`src/rtl/aehp_pkg.sv`:
```
`timescale 1ns / 1ps
// ----------------------------------------------------------------------------
// aehp_pkg
// Shared types and constants for the archive entry header parser.
// ----------------------------------------------------------------------------
package aehp_pkg;

	// Byte index width: holds 28 + two 16-bit name lengths
	localparam int IDX_W     = 18;
	localparam int FIXED_LEN = 28;
	localparam int SUM_FIRST = 4;
	// bit position of the directory flag in the attribute byte
	localparam int DIR_BIT   = 4;

	localparam logic [31:0] TAG_GZIP = 32'h5049_5A47;
	localparam logic [31:0] TAG_BZ2  = 32'h0032_5A42;

	localparam logic [1:0] METHOD_GZIP  = 2'd0;
	localparam logic [1:0] METHOD_BZ2   = 2'd1;
	localparam logic [1:0] METHOD_OTHER = 2'd2;

	typedef struct packed {
		logic [7:0] data_byte;
		logic       start_header;
	} byte_item_t;

	typedef struct packed {
		logic        checksum_ok;
		logic [1:0]  method_code;
		logic [31:0] packed_size;
		logic [31:0] unpacked_size;
		logic [15:0] dos_date;
		logic [15:0] dos_time;
		logic [7:0]  attributes;
		logic        is_directory;
		logic [15:0] store_mode;
		logic [15:0] dir_part_len;
		logic [15:0] file_part_len;
	} hdr_item_t;

	function automatic logic [1:0] method_of(input logic [31:0] tag);
		logic [1:0] code;
		code = METHOD_OTHER;
		if (tag == TAG_GZIP) begin
			code = METHOD_GZIP;
		end else if (tag == TAG_BZ2) begin
			code = METHOD_BZ2;
		end
		return code;
	endfunction

endpackage

```
`src/rtl/aehp_core.sv`:
```
`timescale 1ns / 1ps
// ----------------------------------------------------------------------------
// aehp_core
// Per-byte parse state: field capture, byte counter and checksum sum.
// ----------------------------------------------------------------------------
module aehp_core (
	input  logic                  clk,
	input  logic                  arst_n,
	input  logic                  step,
	input  aehp_pkg::byte_item_t  item,
	output logic                  emit,
	output aehp_pkg::hdr_item_t   result
);

	localparam int OFS_TAG   = 4;
	localparam int OFS_PSIZE = 8;
	localparam int OFS_USIZE = 12;
	localparam int OFS_DATE  = 16;
	localparam int OFS_TIME  = 18;
	localparam int OFS_ATTR  = 20;
	localparam int OFS_MODE  = 22;
	localparam int OFS_DIR   = 24;
	localparam int OFS_FILE  = 26;

	logic                          active_q;
	logic [aehp_pkg::IDX_W-1:0]    idx_q;
	logic [31:0] sum_q, stored_q, tag_q, psize_q, usize_q;
	logic [15:0] date_q, time_q, mode_q, dir_q, file_q;
	logic [7:0]  attr_q;

	logic                          act;
	logic [aehp_pkg::IDX_W-1:0]    idx, idx_n, total;
	logic [1:0]                    lane;
	logic [7:0]                    b;
	logic [31:0] sum_n, stored_n, tag_n, psize_n, usize_n;
	logic [15:0] date_n, time_n, mode_n, dir_n, file_n;
	logic [7:0]  attr_n;
	logic        done;

	always_comb begin
		b    = item.data_byte;
		act  = item.start_header | active_q;
		idx  = item.start_header ? '0 : idx_q;
		lane = idx[1:0];

		// start clears all captured fields
		sum_n    = item.start_header ? '0 : sum_q;
		stored_n = item.start_header ? '0 : stored_q;
		tag_n    = item.start_header ? '0 : tag_q;
		psize_n  = item.start_header ? '0 : psize_q;
		usize_n  = item.start_header ? '0 : usize_q;
		date_n   = item.start_header ? '0 : date_q;
		time_n   = item.start_header ? '0 : time_q;
		attr_n   = item.start_header ? '0 : attr_q;
		mode_n   = item.start_header ? '0 : mode_q;
		dir_n    = item.start_header ? '0 : dir_q;
		file_n   = item.start_header ? '0 : file_q;

		if (idx < aehp_pkg::IDX_W'(aehp_pkg::SUM_FIRST)) begin
			stored_n[{lane, 3'b000} +: 8] = b;
		end else begin
			sum_n = sum_n + {{24{b[7]}}, b};
		end

		if (idx < aehp_pkg::IDX_W'(OFS_TAG)) begin
			// checksum bytes handled above
		end else if (idx < aehp_pkg::IDX_W'(OFS_PSIZE)) begin
			tag_n[{lane, 3'b000} +: 8] = b;
		end else if (idx < aehp_pkg::IDX_W'(OFS_USIZE)) begin
			psize_n[{lane, 3'b000} +: 8] = b;
		end else if (idx < aehp_pkg::IDX_W'(OFS_DATE)) begin
			usize_n[{lane, 3'b000} +: 8] = b;
		end else if (idx < aehp_pkg::IDX_W'(OFS_TIME)) begin
			date_n[{lane[0], 3'b000} +: 8] = b;
		end else if (idx < aehp_pkg::IDX_W'(OFS_ATTR)) begin
			time_n[{lane[0], 3'b000} +: 8] = b;
		end else if (idx == aehp_pkg::IDX_W'(OFS_ATTR)) begin
			attr_n = b;
		end else if (idx < aehp_pkg::IDX_W'(OFS_MODE)) begin
			// header type byte: summed, not kept
		end else if (idx < aehp_pkg::IDX_W'(OFS_DIR)) begin
			mode_n[{lane[0], 3'b000} +: 8] = b;
		end else if (idx < aehp_pkg::IDX_W'(OFS_FILE)) begin
			dir_n[{lane[0], 3'b000} +: 8] = b;
		end else if (idx < aehp_pkg::IDX_W'(aehp_pkg::FIXED_LEN)) begin
			file_n[{lane[0], 3'b000} +: 8] = b;
		end

		idx_n = idx + 1'b1;
		total = aehp_pkg::IDX_W'(aehp_pkg::FIXED_LEN)
		      + aehp_pkg::IDX_W'(dir_n) + aehp_pkg::IDX_W'(file_n);
		// total is never below the fixed length, so equality alone suffices
		done  = (idx_n == total);
		emit  = step & act & done;

		result.checksum_ok   = (sum_n == stored_n);
		result.method_code   = aehp_pkg::method_of(tag_n);
		result.packed_size   = psize_n;
		result.unpacked_size = usize_n;
		result.dos_date      = date_n;
		result.dos_time      = time_n;
		result.attributes    = attr_n;
		result.is_directory  = attr_n[aehp_pkg::DIR_BIT];
		result.store_mode    = mode_n;
		result.dir_part_len  = dir_n;
		result.file_part_len = file_n;
	end

	always_ff @(posedge clk or negedge arst_n) begin
		if (!arst_n) begin
			active_q <= 1'b0;
			idx_q    <= '0;
		end else if (step && act) begin
			active_q <= ~done;
			idx_q    <= idx_n;
		end
	end

	always_ff @(posedge clk) begin
		if (step && act) begin
			sum_q    <= sum_n;
			stored_q <= stored_n;
			tag_q    <= tag_n;
			psize_q  <= psize_n;
			usize_q  <= usize_n;
			date_q   <= date_n;
			time_q   <= time_n;
			attr_q   <= attr_n;
			mode_q   <= mode_n;
			dir_q    <= dir_n;
			file_q   <= file_n;
		end
	end

	// an idle byte never produces a header
	assert property (@(posedge clk) disable iff (!arst_n)
		(step && !item.start_header && !active_q) |-> !emit)
		else $error("aehp_core: result without active parse");

	// a finished header leaves the parser idle
	assert property (@(posedge clk) disable iff (!arst_n)
		emit |=> !active_q)
		else $error("aehp_core: parse still active after result");

	// the counter never runs past the end of the header
	assert property (@(posedge clk) disable iff (!arst_n)
		active_q |-> (idx_q < aehp_pkg::IDX_W'(aehp_pkg::FIXED_LEN)
		              || idx_q < aehp_pkg::IDX_W'(aehp_pkg::FIXED_LEN)
		                 + aehp_pkg::IDX_W'(dir_q) + aehp_pkg::IDX_W'(file_q)))
		else $error("aehp_core: byte index beyond header length");

endmodule

```
`src/rtl/archive_entry_header_parser_top.sv`:
```
`timescale 1ns / 1ps
// ----------------------------------------------------------------------------
// archive_entry_header_parser_top
// Byte-stream parser for one archive entry header per result item.
// ----------------------------------------------------------------------------
// Usage:
//  - byte channel (byte_valid/byte_ready/byte_item): one header byte per item.
//    start_header marks byte 0 and restarts any parse in progress. Bytes that
//    arrive with no parse active are dropped without a result.
//  - hdr channel (hdr_valid/hdr_ready/hdr_item): one item per header, after
//    the last name byte (after byte 27 when both name lengths are zero), with
//    the decoded fields, checksum verdict and method code.
//  - The result of a header's last byte reaches hdr_item through the input
//    register and then the result register after that byte is accepted.
//  - Throughput: one byte per cycle unless hdr_ready stalls; the parse step is
//    one pass: field capture, 32-bit add/compare, 18-bit length compare.
//  - Reset clears the parse state and both pipeline valids; no header is
//    active afterwards.
//  - If the receiver stalls with a result pending, the input register holds
//    one further byte and byte_ready then drops until the result is taken.
// ----------------------------------------------------------------------------
module archive_entry_header_parser_top (
	input  logic                  clk,
	input  logic                  arst_n,
	input  logic                  byte_valid,
	output logic                  byte_ready,
	input  aehp_pkg::byte_item_t  byte_item,
	output logic                  hdr_valid,
	input  logic                  hdr_ready,
	output aehp_pkg::hdr_item_t   hdr_item
);

	// input register
	logic                 valid_s1;
	aehp_pkg::byte_item_t item_s1;

	// result register
	logic                 hdr_valid_q;
	aehp_pkg::hdr_item_t  hdr_item_q;

	logic                 adv;
	logic                 step;
	logic                 emit;
	aehp_pkg::hdr_item_t  result;

	// stage 1 may move on whenever the result slot is free or being emptied
	assign adv        = ~hdr_valid_q | hdr_ready;
	assign step       = valid_s1 & adv;
	assign byte_ready = ~valid_s1 | adv;

	always_ff @(posedge clk or negedge arst_n) begin
		if (!arst_n) begin
			valid_s1    <= 1'b0;
			hdr_valid_q <= 1'b0;
		end else begin
			if (byte_ready) begin
				valid_s1 <= byte_valid;
			end
			if (adv) begin
				hdr_valid_q <= emit;
			end
		end
	end

	always_ff @(posedge clk) begin
		if (byte_valid && byte_ready) begin
			item_s1 <= byte_item;
		end
		if (emit) begin
			hdr_item_q <= result;
		end
	end

	aehp_core u_core (
		.clk    (clk),
		.arst_n (arst_n),
		.step   (step),
		.item   (item_s1),
		.emit   (emit),
		.result (result)
	);

	assign hdr_valid = hdr_valid_q;
	assign hdr_item  = hdr_item_q;

	// with no result pending the block always takes a byte
	assert property (@(posedge clk) disable iff (!arst_n)
		!hdr_valid_q |-> byte_ready)
		else $error("top: input stalled with empty result slot");

	// a stalled byte stays in the input register
	assert property (@(posedge clk) disable iff (!arst_n)
		(valid_s1 && !adv) |=> valid_s1)
		else $error("top: stalled byte lost");

	// method code is one of the three defined codes
	assert property (@(posedge clk) disable iff (!arst_n)
		hdr_valid_q |-> (hdr_item_q.method_code == aehp_pkg::METHOD_GZIP
		                 || hdr_item_q.method_code == aehp_pkg::METHOD_BZ2
		                 || hdr_item_q.method_code == aehp_pkg::METHOD_OTHER))
		else $error("top: undefined method code");

	// directory flag follows the attribute byte
	assert property (@(posedge clk) disable iff (!arst_n)
		hdr_valid_q |-> (hdr_item_q.is_directory
		                 == hdr_item_q.attributes[aehp_pkg::DIR_BIT]))
		else $error("top: directory flag mismatch");

endmodule
```
`config.mk`:
```
export PLATFORM = sky130hd
export DESIGN_NAME = archive_entry_header_parser_top
export DESIGN_NICKNAME = d
export VERILOG_FILES = /design/src/rtl/aehp_pkg.sv /design/src/rtl/aehp_core.sv /design/src/rtl/archive_entry_header_parser_top.sv
export SDC_FILE = /design/constraint.sdc
export NUM_CORES = 1
export LEC_CHECK = 0
export ABC_AREA = 1
export BUFFER_PORTS_ARGS = -buffer_cell sky130_fd_sc_hd__buf_2
export CORE_MARGIN = 2
export CORE_UTILIZATION = 55
export DETAILED_ROUTE_END_ITERATION = 12
export GPL_TIMING_DRIVEN = 0
export MAX_ROUTING_LAYER = met4
export PLACE_DENSITY = 0.77
export SYNTH_ARGS = -nofsm -noshare
export SYNTH_HDL_FRONTEND = slang
export SYNTH_HIERARCHICAL = 1
export SYNTH_SLANG_ARGS = --single-unit
```
`constraint.sdc`:
```
create_clock -name clk -period 12.4 [get_ports clk]
set_input_delay 3.72 -clock clk [delete_from_list [all_inputs] [get_ports clk]]
set_output_delay 3.72 -clock clk [all_outputs]
set_load 0.05 [all_outputs]
```
After elaboration in Yosys (flattened, before gate mapping)
Index checks and enable logic that the tools add are counted.
{"block": "classes", "addsub": 6, "n_lt_le_gt_ge": 10, "n_eq_ne": 5, "shifts": 4, "n_mux": 81, "bitwise_logic": 9, "reduce_logical": 2}
{"cell": "$mux W16", "n": 46}
{"cell": "$mux W32", "n": 16}
{"cell": "$bwmux W32", "n": 4}
{"cell": "$lt A18 B5 Y1 const B", "n": 7}
{"cell": "$bwmux W16", "n": 5}
{"cell": "$mux W8", "n": 8}
{"cell": "$lt A18 B4 Y1 const B", "n": 2}
{"cell": "$add A32 B32 Y32", "n": 1}
{"cell": "$eq A32 B22 Y1 const B", "n": 1}
{"cell": "$eq A32 B31 Y1 const B", "n": 1}
{"cell": "$eq A32 B32 Y1", "n": 1}
{"cell": "$shift A8 B7 Y32 const A", "n": 1}
{"cell": "$shiftx A8 B7 Y32", "n": 1}
{"cell": "$add A18 B1 Y18 const B", "n": 1}
{"cell": "$add A18 B16 Y18", "n": 1}
{"cell": "$eq A18 B18 Y1", "n": 1}
{"cell": "$eq A18 B5 Y1 const B", "n": 1}
{"cell": "$lt A18 B3 Y1 const B", "n": 1}
{"cell": "$mux W18", "n": 1}
{"cell": "$add A5 B16 Y17 const A", "n": 1}
{"cell": "$shift A8 B6 Y16 const A", "n": 1}
{"cell": "$shiftx A8 B6 Y16", "n": 1}
{"cell": "$neg A5 Y7", "n": 1}
{"cell": "$neg A4 Y6", "n": 1}
{"cell": "5 further kinds", "n": 12}
{"block": "totals", "regBits": 434, "inputBits": 13, "out_inout_bits": 158, "elab_cells": 145}

Logic depth before layout (Yosys ltp)
{"block": "logic_depth", "word_depth": 18, "mapped_depth": 37, "depth_no_buf": 36}

Modules after synthesis
The synthesis kept the hierarchy.
{"module": "aehp_core", "instances": 1, "cells_per_inst": 2369, "area_per_inst_um2": 17797.1, "seq_area_each_um2": 7922.6}
{"module": "archive_entry_header_parser_top", "instances": 1, "cells_per_inst": 175, "area_per_inst_um2": 5049.8, "seq_area_each_um2": 5004.8}

Least setup slack after synthesis
OpenSTA, ideal clock, no wires.
{"block": "synth_timing", "kind": "input port to flip-flop", "start": "input hdr_ready", "end": "register u_core/idx_q[17] (netlist name)", "setup_time_ns": 0.468, "arrival_time_ns": 11.469, "required_time_ns": 11.932, "slack_ns": 0.463, "cell_stages": 7, "path_buffers": 2, "path_cell_list": "inv_1 -> a21boi_0 -> o21ai_0 -> clkbuf_1 -> inv_1 -> clkbuf_1 -> a31oi_1"}
{"block": "synth_via", "elab_chain_len": 3}
{"element": "start: declaration", "line_no": "archive_entry_header_parser_top.sv:29", "text": "input logic hdr_ready,"}
{"element": "$or A1 B1 Y1", "line_no": "archive_entry_header_parser_top.sv:47", "text": "assign adv = ~hdr_valid_q | hdr_ready;"}
{"element": "$and A1 B1 Y1", "line_no": "archive_entry_header_parser_top.sv:48", "text": "assign step = valid_s1 & adv;"}
{"element": "net step", "line_no": "archive_entry_header_parser_top.sv:42", "text": "logic step;"}
{"element": "$logic_and A1 B1 Y1", "line_no": "aehp_core.sv:113", "text": "end else if (step && act) begin"}
{"element": "end signal: assignment", "line_no": "aehp_core.sv:115", "text": "idx_q <= idx_n;"}
{"element": "end: declaration", "line_no": "aehp_core.sv:26", "text": "logic [aehp_pkg::IDX_W-1:0] idx_q;"}
The timed path passes the listed nets, and every way through them passes these cells.
A chain may end at the register's enable or synchronous reset.

Final worst setup path
{"block": "layout_timing", "start": "input hdr_ready", "end": "output byte_ready"}
{"block": "layout_via", "elab_chain_len": 2}
{"element": "$or A1 B1 Y1", "line_no": "archive_entry_header_parser_top.sv:47"}
{"element": "$or A1 B1 Y1", "line_no": "archive_entry_header_parser_top.sv:49", "text": "assign byte_ready = ~valid_s1 | adv;"}
{"element": "end: declaration", "line_no": "archive_entry_header_parser_top.sv:26", "text": "output logic byte_ready,"}
No other way between the ends.

==> out/qor.txt <==
Max IR drop VDD -> 118 uV
GRT overflow -> 0
Final Hold Fails -> 0
Die H -> 208 um
Layout area overhead -> 14.0%
Clock root cell -> clkbuf_16
Vias -> 19100
IO buf count -> 170
Pwr Density -> 155 mW/mm2
Drt pass-1 iters -> 7
Fin Hold WS -> 0.495 ns
Post-DP HPWL -> 48600 um
Biggest fanout along the worst timing path -> 3
Yosys warns -> 6
Vias per inst -> 5.71
Core area -> 0.0409 mm2
Finish-stage setup viols -> 0
Layout cells sized above 1 -> 0.105
CP Class -> in2out
Sequential fraction of the synthesis area -> 0.566
Number of global-route vias before repair -> 17800
Ant diodes -> 0
Total track usage -> 0.305
Drc violations -> 0
Fmax achieved -> 126 MHz
Most frequent cells in the layout -> nand2_1 (654), edfxtp_1 (413), inv_1 (374)
Antenna viol nets, final -> 0
Total Routed Length -> 64800 um
Post-CTS Hold Buffers -> 0
CTS Buf Count -> 45
Worst setup SP type -> input port
# clock sinks -> 434
HP Class -> reg2reg
Period Utilization, post-route -> 0.640
Clock Path Buffers -> 3
Fill count -> 3341
CTS clk-pin slew, worst paths -> 0.06 ns
Synth Register Bits -> 434
Final TNS setup -> 0 ns
Ports -> 171
Min cycle time layout -> 7.93 ns
Area contributors post-synth -> edfxtp_1 (54%), nand2_1 (11%), inv_1 (6.1%)
Register area -> 0.0129 mm2
Library cells used by synthesis -> 49
Core Util, Final -> 0.636
Number of cell rows -> 74
Slew Limit Fails -> 0
RSZ-0062 raised after global routing -> no
Mapped cell area -> 0.0228 mm2
Maxcap violations -> 0
Asr flop ratio synth -> 0.0484
CP arrival -> 4.21 ns
Status -> completed
Antenna violations before repair -> 0
Synth Net Count -> 2625
Footprint of the multi-input gates -> 0.00816 mm2
DP Cell Count -> 3255
Syn Area/Cell -> 8.98 um2
Clock Skew -> 0.0222 ns
Clock latency at the later pin of the worst-skew pair -> 0.58 ns
Cts repair resizes -> 0
Die area -> 0.0432 mm2
Synth Instances -> 2544
Main flop type after synthesis -> edfxtp_1
Rel. slew slack -> 0.154
DR iter-0 viols -> 2474
First-pass GRT wire length -> 100000 um
GPL Wtd Cong -> 0.995
Top cell type's share of synthesized area -> 0.543
# H-tree levels -> 2
Initial core utilization -> 0.558
Chip width -> 208 um
Layout Cells excl Fill -> 3337
TritonCTS clock tree -> yes
Largest net degree at the start of global routing -> 53
Req. time, crit path -> 8.68 ns
Drt wl/cell -> 19.4 um
Crit path capture type -> output pin
Yosys top cell by area -> edfxtp_1
Most common cell after layout, fill and taps aside -> nand2_1
Slew @ Worst Pin -> 1.27 ns
Number of nets in the layout -> 2851
Leakage -> 11.3 nW
Number of synthesized flops with an enable pin -> 413
Setup Fix Bufs, Post-CTS -> 0
-- worst paths after layout --
check                      cells after the start                   startpoint  slack [ns]                           end
min reg2reg                                    2  u_core/idx_q[8]$_DFFE_PN0P_        0.50   u_core/idx_q[8]$_DFFE_PN0P_
min in group asynchronous                      1                       arst_n        3.12  u_core/idx_q[12]$_DFFE_PN0P_
max                                            4                    hdr_ready        4.47                    byte_ready
min                                            2  u_core/idx_q[8]$_DFFE_PN0P_        0.50   u_core/idx_q[8]$_DFFE_PN0P_
max reg2reg                                   27         item_s1[0]$_DFFE_PP_        4.82        hdr_item[98]$_DFFE_PP_
max in group asynchronous                      1                       arst_n        8.92   u_core/idx_q[4]$_DFFE_PN0P_
-- critical path: stages --
cell	delay (ns)
buf_2	0.09
inv_1	0.09
nand3_2	0.09
buf_2	0.22
-- sequential cells by signal, summed over array words and instances (netlist names), 18 cells and up --
name and count:
u_core/tag_q 32, u_core/usize_q 32, u_core/sum_q 32, u_core/idx_q 18
hdr_item 156, u_core/psize_q 32, u_core/stored_q 32
-- kinds of logic (layout without fill, tap and decap cells) --
group | Yosys count | in the layout | synth area share
xor+xnor | 48 | 48 | 0.0184
compound gates | 340 | 340 | 0.0797
fa+ha+maj | 68 | 68 | 0.0379
simple gates | 1200 | 1200 | 0.221
buf+inv | 454 | 715 | 0.0775
flops | 434 | 434 | 0.566
-- layout make-up --
class | instances | area share
sequential | 434 | 0.496
multi-input combinational | 1656 | 0.313
inverter | 383 | 0.0553
clock buffer | 53 | 0.0452
timing repair buffer | 179 | 0.0404
tap | 532 | 0.0256
buffer | 71 | 0.0128
clock inverter | 29 | 0.0112
-- synth_stat cells (all sizes together), types with 10 or more instances --
master,instances
inv,382
nand3b,18
ha,66
xnor2,20
o22ai,16
a21oi,48
a31oi,10
dfrtp,21
buf,34
nor2,244
xor2,28
nand3,214
edfxtp,413
nand2,661
o21ai,236
nor3,31
clkbuf,37
nand4,20
-- power by group --
group / switching [W] / internal (W)
Clock: 0.000569 / 0.000787
Sequential: 0.0000379 / 0.00175
Combinational: 0.000635 / 0.000261
Total: 0.00124 / 0.00280
-- per-stage QoR --
step / cell area [um2] / total power [W] / setup WS (ns)
floorplan: 22800 / 0.00244 / 0.463
global placement: 24400 / 0.00268 / -3.28
detailed placement: 24600 / 0.00268 / 4.47
CTS: 26000 / 0.00403 / 4.47
global route: 26000 / 0.00421 / 4.43
finish: 26000 / 0.00404 / 4.47
-- metal layers --
layer	GRT usage	share of wire	vias to the layer above	wire, um
li1	-	-	8934	-
met3	0.0381	0.097	123	6280
met1	0.431	0.42	8908	27400
met2	0.461	0.45	1088	29200
met5	-	0	-	0
met4	0.0978	0.031	0	2000
(Power assumes the default switching activity.)
